### config.mk
export PLATFORM = sky130hd
export DESIGN_NAME = pnpf_lists
export DESIGN_NICKNAME = d
export VERILOG_FILES = /design/src/design/pnpf_pkg.sv /design/src/design/pnpf_lists.sv
export SDC_FILE = /design/constraint.sdc
export NUM_CORES = 1
export LEC_CHECK = 0
export BUFFER_PORTS_ARGS = -buffer_cell sky130_fd_sc_hd__clkbuf_2
export CORE_UTILIZATION = 57
export CTS_BUF_LIST = sky130_fd_sc_hd__clkbuf_2 sky130_fd_sc_hd__clkbuf_4 sky130_fd_sc_hd__clkbuf_8
export DETAILED_ROUTE_END_ITERATION = 16
export PLACE_DENSITY_LB_ADDON = 0.15
export SLEW_MARGIN = 25
export SYNTH_ARGS = -nofsm -noshare
export SYNTH_HDL_FRONTEND = slang
export SYNTH_SLANG_ARGS = --single-unit
### constraint.sdc
create_clock -name clock -period 3 [get_ports clock]
set_input_delay 0.6 -clock clock [delete_from_list [all_inputs] [get_ports clock]]
set_output_delay 0.6 -clock clock [all_outputs]
set_load 0.005 [all_outputs]
### src/design/pnpf_pkg.sv
// Shared types, codes and helper functions of the per-node page free-list allocator.
// No dependencies; the top level and pnpf_lists refer to this package by scoped names.

package pnpf_pkg;

   // Default configuration of the allocator
   localparam int PAGE_COUNT_DEF = 65536;
   localparam int NODE_COUNT_DEF = 4;
   localparam int PAGE_BYTES_DEF = 4096;

   // Widest page number and node number that any legal configuration needs
   localparam int PAGE_W_MAX = 20;
   localparam int NODE_W_MAX = 4;
   // Wide enough for PAGE_COUNT * PAGE_BYTES at the largest configuration
   localparam int TOP_W      = 37;

   // Request opcodes
   localparam logic OP_ALLOC = 1'b0;
   localparam logic OP_FREE  = 1'b1;

   // Response status codes
   localparam logic [1:0] STAT_ALLOCATED = 2'd0;
   localparam logic [1:0] STAT_FREED     = 2'd1;
   localparam logic [1:0] STAT_EMPTY     = 2'd2;
   localparam logic [1:0] STAT_BAD_ADDR  = 2'd3;

   typedef enum logic {
      FSM_IDLE,
      FSM_POP
   } state_type;

   // Write to one list head (push or completion of a pop)
   typedef struct packed {
      logic                  en;
      logic [NODE_W_MAX-1:0] node;
      logic [PAGE_W_MAX-1:0] head;
      logic                  nonempty;
   } list_upd_type;

   // Selected list as seen by the control logic
   typedef struct packed {
      logic                  any;
      logic [NODE_W_MAX-1:0] node;
      logic [PAGE_W_MAX-1:0] head;
      logic                  nonempty;
   } list_view_type;

   // value mod node_count without a divider: sum the residues of the powers of two
   // that are set, then reduce the small sum by a short restoring compare-subtract.
   function automatic logic [NODE_W_MAX-1:0] node_of(input logic [PAGE_W_MAX-1:0] value,
                                                     input int node_count);
      int          w;
      logic [13:0] acc;
      logic [13:0] lim;
      w   = (node_count > 1) ? 1 : 0;
      acc = '0;
      for (int i = 0; i < PAGE_W_MAX; i++) begin
         if (value[i]) begin
            acc = acc + 14'(w);
         end
         w = w * 2;
         if (w >= node_count) begin
            w = w - node_count;
         end
      end
      for (int k = 8; k >= 0; k--) begin
         lim = 14'(node_count) << k;
         if (acc >= lim) begin
            acc = acc - lim;
         end
      end
      return acc[NODE_W_MAX-1:0];
   endfunction

endpackage

### src/design/pnpf_lists.sv
// List heads and non-empty flags of every node, with the round-robin node search.
// Depends on pnpf_pkg for the list update and list view structs.

module pnpf_lists #(
   parameter int NODE_COUNT = 4,
   parameter int PAGE_W     = 16,
   parameter int NODE_W     = 2
) (
   input  logic                   clock,
   input  logic                   reset,
   input  logic                   use_free,
   input  logic [NODE_W-1:0]      free_node,
   input  logic [NODE_W-1:0]      start_node,
   input  pnpf_pkg::list_upd_type upd,
   output pnpf_pkg::list_view_type view
);

   localparam int NodeWMax = pnpf_pkg::NODE_W_MAX;
   localparam int PageWMax = pnpf_pkg::PAGE_W_MAX;

   logic [PAGE_W-1:0] head_ff     [NODE_COUNT];
   logic              nonempty_ff [NODE_COUNT];

   logic              pick_found;
   logic [NODE_W-1:0] pick_node;
   logic [NODE_W-1:0] sel_node;
   logic [NODE_W:0]   idx;

   // Walk the nodes from the start node, wrapping once; take the first non-empty list
   always_comb begin
      pick_found = 1'b0;
      pick_node  = '0;
      idx        = '0;
      for (int i = 0; i < NODE_COUNT; i++) begin
         idx = {1'b0, start_node} + (NODE_W + 1)'(i);
         if (idx >= (NODE_W + 1)'(NODE_COUNT)) begin
            idx = idx - (NODE_W + 1)'(NODE_COUNT);
         end
         if (!pick_found && nonempty_ff[idx[NODE_W-1:0]]) begin
            pick_found = 1'b1;
            pick_node  = idx[NODE_W-1:0];
         end
      end
   end

   assign sel_node = use_free ? free_node : pick_node;

   always_comb begin
      view.any      = pick_found;
      view.node     = NodeWMax'(sel_node);
      view.head     = PageWMax'(head_ff[sel_node]);
      view.nonempty = nonempty_ff[sel_node];
   end

   always_ff @(posedge clock) begin
      if (upd.en) begin
         head_ff[upd.node[NODE_W-1:0]] <= upd.head[PAGE_W-1:0];
      end
   end

   always_ff @(posedge clock) begin
      if (reset) begin
         for (int n = 0; n < NODE_COUNT; n++) begin
            nonempty_ff[n] <= 1'b0;
         end
      end else if (upd.en) begin
         nonempty_ff[upd.node[NODE_W-1:0]] <= upd.nonempty;
      end
   end

endmodule
==> results.md, run 1 <==
| Stage | Item | This run |
| --- | --- | --- |
| synthesis | Post-Synthesis Cells | 172 |
| cells and area | Layout Cells excl Fill | 307 |
| placement | Detailed Place HPWL | 3150 µm |
| timing | Worst Hold Slack | 481 ps |
| power and ir drop | Power per unit of standard cell area | 601 mW/mm² |
| cells and area | Nets | 268 |
| detailed routing | Post-route DRC | 0 |
| global routing | Number of antenna violations at the first check in global routing | 0 |
| worst setup path | Required time of the worst setup path | 2400 ps |
| global routing | Total Routing Usage GR | 19.5% |
| timing | Total Negative Setup Slacks | 0 ps |
| worst setup path | CP Launch Type | register |
| timing | Actual transition at the worst max-transition pin | 752 ps |
| clocking | Clk sinks | 68 |
| placement | Placement Cell Area | 0.00323 mm² |
| synthesis | Post-synthesis register bit count | 68 |
| timing | Maximum achievable frequency | 342 MHz |
| die | Die Span X | 74.0 µm |
| timing | Final Setup Violations | 0 |
| synthesis | Number of warnings printed during yosys synthesis | 0 |
| timing | Max-slew headroom | 49.8% |
| cells and area | Antenna diode count | 0 |
| die | Vertical die dimension | 74.0 µm |
| clocking | Root Driver | clkbuf_8 |
| worst setup path | Highest fanout seen on the critical path | 9 |
| synthesis | Yosys cell types | 30 |
| hold path | Count of cells along the worst hold path | 1 |
| timing | Number of pins with negative max-slew slack in the final report | 0 |
| global routing | Wire length of the first global-routing pass | 7420 µm |
| detailed routing | Drt initial violations | 65 |
| clocking | Number of CTS-inserted buffers | 9 |
| clocking | # H-tree levels | 3 |
| detailed routing | Total Routed Length | 5260 µm |
| power and ir drop | Standby leakage power | 1.48 nW |
| worst setup path | Classification of the worst setup path | register to output pin |
| flow run | Max-capacitance violation count | 0 |
| die | Die Area | 0.00548 mm² |
| hold path | Path category of the worst min-delay check | primary input to register |
| power and ir drop | Overall Power | 2.13 mW |
| synthesis | Summed instance area of the synthesized netlist | 0.00296 mm² |
| synthesis | Sequential cell area fraction in the yosys report | 69.0% |
| placement | Count of buffers inserted at the top-level ports | 46 |
| worst setup path | Capturing element type of the critical path | output pin |
| worst setup path | Data arrival time at the worst-slack endpoint | 2320 ps |
| die | Ports placed on the boundary | 59 |
| global routing | GR Overflow Total | 0 |
| power and ir drop | VDD IR max | 0.000410 V |
| run status | Status | finished, final reports clean |
| cells and area | Post-synthesis to final-layout area growth | 19.7% |
| detailed routing | Detailed-routing iteration count for the pre-antenna-repair pass | 4 |
| detailed routing | Number of vias per cell after detailed routing | 5.37 |
| timing | Fin crit share | 97.4% |
| die | Core Rows | 25 |
| synthesis | Mean instance size in the synthesized netlist | 17.2 µm² |
| detailed routing | Wire length per cell | 17.1 µm |
| hold path | Startpoint of the worst hold path | upd[12] |
| cells and area | Finished layout cell area | 0.00354 mm² |
| timing | Shortest period the worst path allows | 2920 ps |
| timing | Final hold viol count | 0 |
| synthesis | Ys flop type | edfxtp_1 |
| clocking | Clock-pin slew reported for the worst setup and hold paths after clock tree synthesis | 70 ps |
| synthesis | Synth async-reset ratio | 0% |
| placement | Placed Instances | 283 |
| synthesis | Number of synthesized flops with an enable pin | 68 |
| cells and area | Fraction of final layout cells with drive strength greater than 1 | 38.8% |
| die | Initial core utilization | 61.0% |
| die | Core region area | 0.00485 mm² |
| detailed routing | Remaining antenna violation count after routing | 0 |
| clocking | TritonCTS clock tree | built |
| detailed routing | Total vias in the final route | 1648 |
| placement | GP Congestion | 0.917 |
| clocking | CTS Buffer Depth | 2 |
| global routing | Vias in the first global route | 1592 |
| hold path | Worst hold path endpoint | head_ff[1][11]$_DFFE_PP_ |
| global routing | Largest net degree at the start of global routing | 36 |
## final cells by class
class,count,area (µm²)
Clock buffer,11,139
Tap cell,67,83.8
Fill cell,324,1310
Clock inverter,5,52.6
Inverter,6,22.5
Sequential cell,68,2040
Timing Repair Buffer,60,390
Multi-Input combinational cell,90,810
## worst max-delay path by stage
stage	from	endpoint	slack, ps	cells after the start
finish	nonempty_ff[1]$_SDFFCE_PN0P_	view[7]	80	8
global route	nonempty_ff[1]$_SDFFCE_PN0P_	view[7]	-20	8
CTS	nonempty_ff[1]$_SDFFCE_PN0P_	view[11]	4	7
detailed placement	start_node[1]	view[11]	120	8
global placement	start_node[1]	view[0]	220	8
floorplan	upd[21]	nonempty_ff[0]$_SDFFCE_PN0P_	510	2
## cell usage in the layout (no fill, tap or decap), types with 2 or more instances in the layout
cell | synthesis | layout
mux2i_1 | 49 | 49
o2bb2ai_1 | 2 | 2
buf_6 | 1 | 2
clkbuf_4 | 0 | 2
inv_1 | 5 | 5
clkbuf_2 | 0 | 46
or2_2 | 5 | 5
a211oi_4 | 0 | 2
nand2_1 | 2 | 2
clkbuf_8 | 0 | 9
clkbuf_16 | 0 | 2
nor2_1 | 3 | 2
nand2b_1 | 3 | 3
edfxtp_1 | 68 | 68
buf_4 | 8 | 9
conb_1 | 1 | 6
a21oi_1 | 3 | 3
clkinv_2 | 0 | 3
## sequential cells by signal (all words and copies together), names as in the netlist
signal / cells
head_ff: 64
nonempty_ff: 4
## cells in the mapped netlist, drive strengths merged (2+ instances only)
library cell	count	area, µm²
a211oi	2	25.0
a21oi	3	15.0
buf	13	136
edfxtp	68	2040
inv	6	22.5
mux2i	49	490
nand2	2	7.51
nand2b	3	18.8
nor2	3	11.3
nor3b	2	15.0
o2bb2ai	2	17.5
or2	5	31.3
## logic make-up after synthesis
| family | synth area share, % |
|---|---|
| AOI/OAI and AO/OA | 2.96 |
| buffers and inverters | 5.37 |
| DFF | 69.0 |
| muxes | 17.0 |
| other | 0.127 |
| and+or+nand+nor | 5.54 |
## critical path: stages (launching register included)
cell	delay (ps)
edfxtp_1	500
and4bb_2	290
o21a_1	200
a211oi_4	210
buf_6	170
clkbuf_16	180
mux2i_1	200
mux2i_1	110
clkbuf_2	120
## where the power goes
part | internal, mW | total (mW) | leakage [nW] | switching [mW]
clock | 0.398 | 0.716 | 0.0999 | 0.318
combinational | 0.151 | 0.298 | 0.749 | 0.147
sequential | 1.10 | 1.11 | 0.627 | 0.0161
total | 1.65 | 2.13 | 1.48 | 0.482
## through the flow
step | setup WS [ps] | utilization [%]
after floorplan | 506 | -
after global placement | 219 | 66.7
after detailed placement | 123 | 66.7
after CTS | 3.61 | 70.6
after global routing | -20.9 | 73.0
final | 78.4 | 73.0
## repair_timing
| item | 4_1_cts | 5_1_grt |
|---|---|---|
| setup endpoints to repair | 0 | 17 |
| setup buffers | 0 | 5 |
| hold buffers | 0 | 0 |
| resized for setup | 0 | 3 |
| endpoints found under the hold margin | 0 | 0 |
## layer usage
metal | vias to the layer above | routed length [µm] | track usage, %
li1 | 771 | - | -
met1 | 814 | 2080 | 22.2
met2 | 54 | 2820 | 34.1
met3 | 9 | 272 | 6.91
met4 | 0 | 86 | 7.05
met5 | - | 0 | 0
No activity file was read; power rests on OpenSTA's default activity.
==> run 2: changes to the inputs <==
CORE_MARGIN = 5   (was default)
CORE_UTILIZATION = 54   (was 57)
CTS_BUF_LIST = default   (was sky130_fd_sc_hd__clkbuf_2 sky130_fd_sc_hd__clkbuf_4 sky130_fd_sc_hd__clkbuf_8)
MAX_ROUTING_LAYER = met4   (was default)
==> run 2 against run 1 <==
  * Via count up 1.4%
  * Fmax down 0.70%
  * Clock-buffer cell count down 1
  * Combinational power up 12%
  * Final area up 2.6%
  * Largest power group unchanged
  * Die area up 29%
  * Critical path type unchanged
  * Non-clock buffer count up 5
  * Global-route usage down 3.8 points
  * Worst hold slack worse by 11 ps
  * Clock power down 2%
  * Routed wire length up 10%
==> results.md, run 2 (synthesized netlist as in run 1, its figures left out) <==
| Stage | Item | This run | Delta |
| --- | --- | --- | --- |
| run status | Status | finished, final reports clean | unchanged |
| clocking | Clk sinks | 68 | unchanged |
| timing | Total Negative Setup Slacks | 0 ps | unchanged |
| global routing | Global-route met2 utilization | 26.3% | was 34.1% |
| hold path | Path category of the worst min-delay check | primary input to register | unchanged |
| clocking | Clock-pin slew reported for the worst setup and hold paths after clock tree synthesis | 70 ps | about the same |
| clocking | TritonCTS clock tree | built | unchanged |
| hold path | Startpoint of the worst hold path | upd[9] | was upd[12] |
| power and ir drop | VDD IR max | 0.000384 V | was 0.000410 V |
| placement | Count of buffers inserted at the top-level ports | 46 | unchanged |
| die | Vertical die dimension | 84.0 µm | was 74.0 µm |
| power and ir drop | Share of power burned in the clock network | 32.7% | was 33.7% |
| cells and area | Commonest non-fill, non-tap cell in the layout | edfxtp_1 | unchanged |
| clocking | Number of CTS-inserted buffers | 9 | unchanged |
| clocking | # H-tree levels | 3 | unchanged |
| detailed routing | Number of vias per cell after detailed routing | 5.29 | was 5.37 |
| detailed routing | Post-route DRC | 0 | unchanged |
| global routing | Total Routing Usage GR | 15.8% | was 19.5% |
| detailed routing | Remaining antenna violation count after routing | 0 | unchanged |
| cells and area | Fraction of final layout cells with drive strength greater than 1 | 39.8% | was 38.8% |
| power and ir drop | Internal power | 1.65 mW | about the same |
| worst setup path | Capturing element type of the critical path | output pin | unchanged |
| power and ir drop | Sequential share of power | 51.7% | was 52.3% |
| global routing | Global-route layer with the greatest usage | met2 | unchanged |
| worst setup path | CP Launch Type | register | unchanged |
| global routing | Wire length of the first global-routing pass | 7950 µm | was 7420 µm |
| power and ir drop | Sw Pwr | 501 µW | was 482 µW |
| cells and area | Nets | 273 | was 268 |
| power and ir drop | Power per unit of standard cell area | 592 mW/mm² | was 601 mW/mm² |
| timing | Number of pins with negative max-slew slack in the final report | 0 | unchanged |
| die | Initial core utilization | 54.7% | was 61.0% |
| global routing | Largest net degree at the start of global routing | 36 | unchanged |
| worst setup path | Delay of the slowest cell on the worst path | 480 ps | was 500 ps |
| placement | GP Congestion | 0.786 | was 0.917 |
| worst setup path | Launching element of the worst setup path | nonempty_ff[1]$_SDFFCE_PN0P_ | unchanged |
| worst setup path | Critical path, cell by cell | nor4bb_4 -> a211oi_4 -> a211oi_4 -> buf_6 -> buf_8 -> mux2i_1 -> mux2i_1 -> clkbuf_2 | was and4bb_2 -> o21a_1 -> a211oi_4 -> buf_6 -> clkbuf_16 -> mux2i_1 -> mux2i_1 -> clkbuf_2 |
| detailed routing | Drt initial violations | 114 | was 65 |
| global routing | Met3 usage | 5.82% | was 6.91% |
| die | Die Area | 0.00706 mm² | was 0.00548 mm² |
| global routing | Number of antenna violations at the first check in global routing | 0 | unchanged |
| worst setup path | Classification of the worst setup path | register to output pin | unchanged |
| placement | Detailed Place HPWL | 3260 µm | was 3150 µm |
| timing | RSZ-0062 raised after global routing | yes |  |
| cells and area | Antenna diode count | 0 | unchanged |
| timing | Maximum achievable frequency | 340 MHz | was 342 MHz |
| cells and area | Flip-flop count of the largest register after layout | 64 | unchanged |
| cells and area | Post-synthesis to final-layout area growth | 22.8% | was 19.7% |
| timing | Actual transition at the worst max-transition pin | 725 ps | was 752 ps |
| clocking | CTS Buffer Depth | 2 | unchanged |
| cells and area | Number of fill cells | 393 | was 324 |
| global routing | Vias in the first global route | 1661 | was 1592 |
| worst setup path | Required time of the worst setup path | 2400 ps | about the same |
| die | Ports placed on the boundary | 59 | unchanged |
| worst setup path | Count of buffer and inverter cells on the critical path | 3 | unchanged |
| timing | Max-slew headroom | 51.6% | was 49.8% |
| worst setup path | Critical-path top delay cell | edfxtp_1 | unchanged |
| worst setup path | Highest fanout seen on the critical path | 8 | was 9 |
| die | Core region area | 0.00541 mm² | was 0.00485 mm² |
| clocking | Root Driver | clkbuf_8 | unchanged |
| timing | Fin crit share | 98.1% | was 97.4% |
| power and ir drop | Switching share of power | 23.3% | was 22.6% |
| detailed routing | Total Routed Length | 5790 µm | was 5260 µm |
| global routing | Met1 usage | 16.3% | was 22.2% |
| die | Die Span X | 84.0 µm | was 74.0 µm |
| worst setup path | Data arrival time at the worst-slack endpoint | 2340 ps | was 2320 ps |
| cells and area | Most used cells in the layout excluding fill and tap cells | edfxtp_1 (68), mux2i_1 (49), clkbuf_2 (45), buf_4 (10), clkbuf_8 (9) | was edfxtp_1 (68), mux2i_1 (49), clkbuf_2 (46), clkbuf_8 (9), buf_4 (9) |
| power and ir drop | Power share of the combinational group | 15.6% | was 14.0% |
| timing | Final hold viol count | 0 | unchanged |
| detailed routing | Wire length per cell | 18.3 µm | was 17.1 µm |
| global routing | GR Overflow Total | 0 | unchanged |
| cells and area | Layout Cells excl Fill | 316 | was 307 |
| detailed routing | Detailed-routing iteration count for the pre-antenna-repair pass | 4 | unchanged |
| timing | Final Setup Violations | 0 | unchanged |
| detailed routing | Total vias in the final route | 1671 | was 1648 |
| flow run | Max-capacitance violation count | 0 | unchanged |
| worst setup path | Gate family responsible for the most delay along the worst path | buffers and inverters | was flip-flops |
| placement | Placed Instances | 287 | was 283 |
| die | Core Rows | 27 | was 25 |
| timing | Shortest period the worst path allows | 2940 ps | was 2920 ps |
| clocking | CTS Hold Bufs | 0 | unchanged |
| power and ir drop | Standby leakage power | 1.52 nW | was 1.48 nW |
[run 2: final timing paths]
kind                                   to  slack [ps]  cells after the start
setup / recovery                  view[8]          60                      8
hold / removal    head_ff[2][8]$_DFFE_PP_         470                      1
[run 2: cell type report]
cell class,count,area (µm²),area share (%)
Tap cell,72,90.1,2.48
Clock buffer,10,128,3.51
Multi-Input combinational cell,90,820,22.6
Inverter,6,22.5,0.620
Sequential cell,68,2040,56.2
Clock inverter,5,53.8,1.48
Timing Repair Buffer,65,475,13.1
[run 2: through the flow]
step           total power [mW]  setup slack, ps  hold slack (ps)  instance area (µm²)  utilization, %
2_1_floorplan              1.31              506              699                 2980               -
3_3_place_gp               1.38              211              810                 3240            60.0
3_5_place_dp               1.40              154              821                 3240            60.0
4_1_cts                    2.10             14.6              453                 3420            63.4
5_1_grt                    2.25            -64.9              443                 3630            67.2
6_report                   2.15             57.9              469                 3630            67.2
[run 2: power by group through the flow]
stage	clock network [mW]	logic (mW)	registers, mW
final	0.702	0.335	1.11
after global routing	0.770	0.360	1.12
after CTS	0.718	0.266	1.11
after detailed placement	0	0.264	1.13
after global placement	0	0.254	1.13
after floorplan	0	0.181	1.13
[run 2: repair_timing]
item / in CTS / in global routing
buffers inserted: 0 / 8
endpoints found under the setup margin: 2 / 17
cloned: 0 / 6
resized for setup: 0 / 7
pin swaps: 1 / 3
[run 2: routing by layer]
metal  vias to the layer above  part of all wire, %
met3                         8                  4.8
li1                        787                    -
met1                       835                   39
met5                         -                    0
met4                         0                  1.3
met2                        41                   55
